===== src/hw/rtl/byte_recurrence_checksum_top_defines.svh =====
// Assertion macros for the byte recurrence checksum block.
// Included by files that carry concurrent checks; expects clk and rst in scope.
`ifndef BYTE_RECURRENCE_CHECKSUM_TOP_DEFINES_SVH
`define BYTE_RECURRENCE_CHECKSUM_TOP_DEFINES_SVH
`ifndef ASSERT_OFF
`define BRC_ASSERT(label, prop) \
  label: assert property (@(posedge clk) disable iff (rst) prop) \
    else $error("brc check failed");
`define BRC_NEVER(label, cond) \
  label: assert property (@(posedge clk) disable iff (rst) !(cond)) \
    else $error("brc forbidden condition");
`else
`define BRC_ASSERT(label, prop)
`define BRC_NEVER(label, cond)
`endif
`endif


===== src/hw/rtl/brc_pkg.sv =====
// Shared constants and types for the byte recurrence checksum.
// No dependencies.
package brc_pkg;

  localparam logic [7:0]  FirstAdd = 8'd7;
  localparam logic [7:0]  AlphaMul = 8'd17;
  localparam logic [7:0]  BetaMul  = 8'd31;
  localparam logic [15:0] Modulus  = 16'hFFFF;
  // 2^26 folds to 1024; this brings a wrapped negative difference to d + 1
  localparam logic [26:0] NegAdj   = 27'd64512;

  typedef struct packed {
    logic       valid;
    logic [7:0] data_byte;
    logic       last;
  } brc_step_t;

endpackage


===== src/hw/rtl/brc_channels.sv =====
// Valid/ready channel interfaces for the checksum block.
// No dependencies.
interface brc_byte_if;
  logic       valid;
  logic       ready;
  logic [7:0] data_byte;
  logic       last;

  modport source (output valid, output data_byte, output last, input ready);
  modport sink (input valid, input data_byte, input last, output ready);
endinterface

interface brc_sum_if;
  logic        valid;
  logic        ready;
  logic [15:0] checksum;

  modport source (output valid, output checksum, input ready);
  modport sink (input valid, input checksum, output ready);
endinterface


===== src/hw/rtl/byte_recurrence_checksum_top.sv =====
// Top level of the byte recurrence checksum: input stage, state, result register.
// Depends on brc_pkg, brc_channels, brc_state and the assertion macro header.
//
// Takes one byte per clock. A byte lands in the input register, the next term is
// formed from it in the following cycle (two small multipliers and a mod-65535
// fold), and on a byte marked last the checksum enters the result register as that
// last byte leaves the input register. The input only stalls when a
// last byte finds the result register still holding an untaken checksum.
`include "byte_recurrence_checksum_top_defines.svh"
module byte_recurrence_checksum_top (
  input  logic        clk,
  input  logic        rst,
  brc_byte_if.sink    byte_in,
  brc_sum_if.source   sum_out
);

  logic               in_vld;
  logic [7:0]         in_byte;
  logic               in_last;
  logic               out_vld;
  logic [15:0]        out_sum;
  logic               out_free;
  logic               advance;
  logic [15:0]        result;
  brc_pkg::brc_step_t step;

  assign out_free      = !out_vld || sum_out.ready;
  assign advance       = in_vld && (!in_last || out_free);
  assign byte_in.ready = !in_vld || advance;

  assign step.valid     = advance;
  assign step.data_byte = in_byte;
  assign step.last      = in_last;

  brc_state u_state (
    .clk    (clk),
    .rst    (rst),
    .step   (step),
    .result (result)
  );

  always_ff @(posedge clk) begin
    if (rst) begin
      in_vld <= 1'b0;
    end else if (byte_in.ready) begin
      in_vld <= byte_in.valid;
    end
  end

  always_ff @(posedge clk) begin
    if (byte_in.ready && byte_in.valid) begin
      in_byte <= byte_in.data_byte;
      in_last <= byte_in.last;
    end
  end

  always_ff @(posedge clk) begin
    if (rst) begin
      out_vld <= 1'b0;
    end else if (out_free) begin
      out_vld <= advance && in_last;
    end
  end

  always_ff @(posedge clk) begin
    if (advance && in_last) begin
      out_sum <= result;
    end
  end

  assign sum_out.valid    = out_vld;
  assign sum_out.checksum = out_sum;

  `BRC_NEVER(a_sum_in_range, sum_out.valid && (sum_out.checksum == brc_pkg::Modulus))
  `BRC_ASSERT(a_mid_byte_flows, (in_vld && !in_last) |-> advance)
  `BRC_ASSERT(a_last_gives_sum, (advance && in_last) |=> sum_out.valid)

endmodule


===== src/hw/rtl/brc_term.sv =====
// Next recurrence term: two products, difference, end-around fold mod 65535.
// Depends on brc_pkg.
module brc_term (
  input  logic [7:0]  data_byte,
  input  logic [7:0]  pos,
  input  logic [15:0] newer,
  input  logic [15:0] older,
  output logic [15:0] term
);

  logic [7:0]  alpha;
  logic [7:0]  beta;
  logic [8:0]  coef;
  logic [24:0] prod;
  logic [23:0] sub;
  logic [25:0] diff;
  logic [26:0] adj;
  logic [16:0] fold1;
  logic [15:0] fold2;

  assign alpha = 8'(pos * brc_pkg::AlphaMul);
  assign beta  = 8'(pos * brc_pkg::BetaMul);
  assign coef  = {1'b0, data_byte} + {1'b0, alpha};
  assign prod  = 25'(coef) * 25'(newer);
  assign sub   = 24'(beta) * 24'(older);
  assign diff  = 26'(prod) - 26'(sub);
  assign adj   = {1'b0, diff} + (diff[25] ? brc_pkg::NegAdj : 27'd0);
  assign fold1 = 17'(adj[26:16]) + 17'(adj[15:0]);
  assign fold2 = fold1[15:0] + 16'(fold1[16]);
  assign term  = (fold2 == brc_pkg::Modulus) ? 16'd0 : fold2;

endmodule


===== src/hw/rtl/brc_state.sv =====
// Recurrence state: first-byte flag, position, older and newer terms.
// Depends on brc_pkg and brc_term.
module brc_state (
  input  logic                 clk,
  input  logic                 rst,
  input  brc_pkg::brc_step_t   step,
  output logic [15:0]          result
);

  logic        expect_first;
  logic [7:0]  byte_index;
  logic [15:0] older_term;
  logic [15:0] newer_term;
  logic [15:0] term;

  brc_term u_term (
    .data_byte (step.data_byte),
    .pos       (byte_index),
    .newer     (newer_term),
    .older     (older_term),
    .term      (term)
  );

  assign result = expect_first ? (16'(step.data_byte) + 16'(brc_pkg::FirstAdd)) : term;

  always_ff @(posedge clk) begin
    if (rst) begin
      expect_first <= 1'b1;
      byte_index   <= 8'd0;
      older_term   <= 16'd1;
      newer_term   <= 16'd1;
    end else if (step.valid) begin
      if (step.last) begin
        expect_first <= 1'b1;
        byte_index   <= 8'd0;
        older_term   <= 16'd1;
        newer_term   <= 16'd1;
      end else begin
        expect_first <= 1'b0;
        byte_index   <= expect_first ? 8'd1 : byte_index + 8'd1;
        older_term   <= expect_first ? 16'd1 : newer_term;
        newer_term   <= result;
      end
    end
  end

endmodule

===== src/flat_wrapper.sv =====
// flat-port wrapper written by rule: the top's interface ports become plain ports
module byte_recurrence_checksum_top_flat 
  (clk, rst, byte_in_valid, byte_in_data_byte, byte_in_last, byte_in_ready, sum_out_valid, sum_out_checksum, sum_out_ready);
  brc_byte_if byte_in_i ();
  brc_sum_if sum_out_i ();
  input  logic clk;
  input  logic rst;
  input wire logic [$bits(byte_in_i.valid)-1:0] byte_in_valid;
  input wire logic [$bits(byte_in_i.data_byte)-1:0] byte_in_data_byte;
  input wire logic [$bits(byte_in_i.last)-1:0] byte_in_last;
  output wire logic [$bits(byte_in_i.ready)-1:0] byte_in_ready;
  output wire logic [$bits(sum_out_i.valid)-1:0] sum_out_valid;
  output wire logic [$bits(sum_out_i.checksum)-1:0] sum_out_checksum;
  input wire logic [$bits(sum_out_i.ready)-1:0] sum_out_ready;
  assign byte_in_i.valid = byte_in_valid;
  assign byte_in_i.data_byte = byte_in_data_byte;
  assign byte_in_i.last = byte_in_last;
  assign byte_in_ready = byte_in_i.ready;
  assign sum_out_valid = sum_out_i.valid;
  assign sum_out_checksum = sum_out_i.checksum;
  assign sum_out_i.ready = sum_out_ready;
  byte_recurrence_checksum_top u_core (.clk(clk), .rst(rst), .byte_in(byte_in_i), .sum_out(sum_out_i));
endmodule

===== config.mk =====
export PLATFORM = sky130hd
export DESIGN_NAME = byte_recurrence_checksum_top_flat
export DESIGN_NICKNAME = d
export VERILOG_FILES = /design/src/hw/rtl/brc_pkg.sv /design/src/hw/rtl/brc_channels.sv /design/src/hw/rtl/byte_recurrence_checksum_top.sv /design/src/hw/rtl/brc_term.sv /design/src/hw/rtl/brc_state.sv /design/src/flat_wrapper.sv
export VERILOG_INCLUDE_DIRS = /design/src /design/src/hw/rtl
export SDC_FILE = /design/constraint.sdc
export NUM_CORES = 1
export LEC_CHECK = 0
export BUFFER_PORTS_ARGS = -buffer_cell sky130_fd_sc_hd__buf_4
export CORE_MARGIN = 3
export CORE_UTILIZATION = 64
export CTS_CLUSTER_SIZE = 30
export DETAILED_ROUTE_END_ITERATION = 16
export GPL_ROUTABILITY_DRIVEN = 0
export PLACE_DENSITY = 0.81
export SYNTH_ARGS = -nofsm -noshare
export SYNTH_HDL_FRONTEND = slang
export SYNTH_SLANG_ARGS = --single-unit

===== constraint.sdc =====
create_clock -name clk -period 30.7 [get_ports clk]
set_input_delay 7.675 -clock clk [delete_from_list [all_inputs] [get_ports clk]]
set_output_delay 7.675 -clock clk [all_outputs]
set_load 0.005 [all_outputs]

==> metrics.yaml <==
synthFlopType: "dfxtp_1"
n_antenna_cell: 0
synth_area_um2: 14100
grt_max_degree: 28
grt-ovfl-total: 0
vias_per_cell: 5.86
status: "completed"
syn_inst: 1584
clk_pin_slew_ns: 0.06
maxSlewHeadroom_pct: 22.8
start_util_pct: 66.0
synthTopCellsByArea: "fa_1, ha_1, inv_1, dfxtp_1, and2_1"
routedWlPerCell_um: 18.2
die_w_um: 154
via_count: 10900
async_flop_share_pct: 0
final.fill_count: 1677
synth_top_area_cell: "fa_1"
cp_top_family: "adder cells"
start_kind: "register"
clockBufferDepth: 2
top_usage_layer: "met2"
antenna_left: 0
antenna_found_initial: 0
finalNetCount: 1950
core_um2: 21400
critPathArrivalTime_ns: 16.51
die_h_um: 154
grtUsageMet3_pct: 4.14
worstSkewPairLatency_ns: 0.35
fmax_mhz: 60.8
slew_viol_final: 0
endpoint_kind: "register"
synth_edf_count: 25
syn_to_final_growth_pct: 5.21
critical_path_class: "reg -> reg"
path_buf_inv: 5
setup-tns-final_ns: 0
synth_cell_types: 77
use_met2_pct: 51.9
finalSetupViolCount: 0
dieArea_um2: 23800
cts_buffers: 9
grt_pass1_vias: 11600
postSynthAreaPerCell_um2: 8.89
synth_top_area_share_pct: 34.0
hold_class: "reg -> reg"
grt_pass1_wl_mm: 56.8
layout-drive-gt1-share_pct: 5.57
dpl.hpwl_mm: 27.2
cts-root-buf: "clkbuf_16"
h-tree-depth: 3
yosysSeqAreaShare_pct: 11.4
path_max_fanout: 25
max_stage_delay_ns: 1.09
use_met1_pct: 38.5
clock-sinks: 68
route.detailed.drc: 0
cp_common_cell: "fa_1"
cts_setup_buffers: 0
cts_resized: 0
ys_seq_elements: 68
synth_fp_nets: 1958
rsz0062_at_grt: "no"
drt-total-wl_mm: 33.8
ys_warn_count: 0
cts_tree: "done"
required_ns: 30.77
finClkSkew_ns: 0.00998
max_slew.worst_pin.slew_ns: 1.16
fin_crit_ns: 16.44
grtUsageTotal_pct: 29.7
fin_crit_sh_pct: 53.6
portBuffers: 30
cpMaxStageDelayCell: "dfxtp_1"
drv_cap: 0
hold_viol: 0
first_pass_iters: 5
io_pins: 31
postCtsHoldBufs: 0
row_count: 53
drt-initial-drc-count: 615
-- area by class of cell --
cell class	instances	area (µm²)	area share, %
timing repair buffer	36	270	1.82
sequential	68	1610	10.9
clock inverter	4	28.8	0.194
inverter	314	1180	7.95
clock buffer	12	279	1.88
multi-input combinational	1147	11100	75.0
tap	275	344	2.32
-- synthesized netlist by cell type (5+ instances only) --
library cell	instances
and2_1	120
a22oi_1	17
o21ai_0	26
a21oi_1	41
edfxtp_1	25
nor2_1	69
ha_1	122
or3_1	6
nand3_1	13
a21o_1	18
clkbuf_1	48
xor2_1	26
nand3b_1	5
nand4_1	5
fa_1	239
a211oi_1	8
nor2b_1	26
xnor2_1	56
dfxtp_1	43
inv_1	314
o21bai_1	11
nand2_1	197
a31oi_1	6
nand2b_1	9
and3_1	6
nor3_1	12
o31ai_1	11
o211ai_1	9
-- layer usage --
metal  routed length (µm)  up-vias
met5                    0        -
met1                13800     5457
met4                 1010        0
li1                     -     4950
met3                 2050       84
met2                17000      380
-- worst reg2reg max path, delay by kind of cell (launching register included) --
family / cells / cell delay [ns]
compound gates: 13 / 2.86
xor+xnor: 4 / 1.06
fa+ha+maj: 15 / 6.80
buf+inv: 5 / 0.63
flops: 1 / 1.09
simple gates: 16 / 3.72
-- metrics by stage --
step	instance area, µm²	cells	setup WS [ns]	hold slack [ns]	utilization, %
5_1_grt	14800	1856	13.14	0.607	69.4
2_1_floorplan	14100	1584	15.04	0.460	-
3_5_place_dp	14500	1840	14.55	0.556	68.0
6_report	14800	1856	14.26	0.564	69.4
4_1_cts	14800	1856	14.47	0.566	69.4
3_3_place_gp	14500	1840	14.78	0.547	68.0
-- placed cells by master, fill, tap and decap left out, drive strengths merged, types with 31 or more instances in the layout --
cell,synthesis,layout
a21oi,41,41
ha,122,122
inv,314,314
xnor2,58,58
nand2,197,197
fa,239,239
and2,120,120
nor2,69,69
buf,7,36
o21ai,31,31
dfxtp,43,43
-- final timing paths --
check / from / end / slack [ns] / cells past startpoint
max: u_core.u_state.byte_index[0] / u_core.sum_out.checksum[6] / 14.26 / 53
min: u_core.in_vld / u_core.in_vld / 0.56 / 2
max reg2reg: u_core.u_state.byte_index[0] / u_core.sum_out.checksum[6] / 14.26 / 53
min reg2reg: u_core.in_vld / u_core.in_vld / 0.56 / 2
-- registers in the layout, summed over array words and instances (netlist names) --
name / flops
u_core.u_state.expect_first: 1
u_core.in_vld: 1
u_core.u_state.newer_term: 16
u_core.u_state.byte_index: 8
u_core.sum_out.checksum: 16
u_core.in_byte: 8
u_core.in_last: 1
u_core.u_state.older_term: 16
u_core.sum_out.valid: 1
-- kinds of logic (layout without fill, tap and decap cells) --
| kind of cell | after synthesis | in the layout | synth area share (%) |
|---|---|---|---|
| xor gates and xnor gates | 86 | 86 | 5.66 |
| muxes | 6 | 6 | 0.444 |
| adders and majority gates | 361 | 361 | 44.8 |
| DFF | 68 | 68 | 11.4 |
| buffers and inverters | 369 | 366 | 9.97 |
| and+or+nand+nor | 498 | 498 | 17.8 |
| AOI/OAI and AO/OA | 196 | 196 | 9.89 |
Power is left out: the tool's default activity adds up to more than one toggle a clock period on the data nets, which glitch-free logic cannot reach.
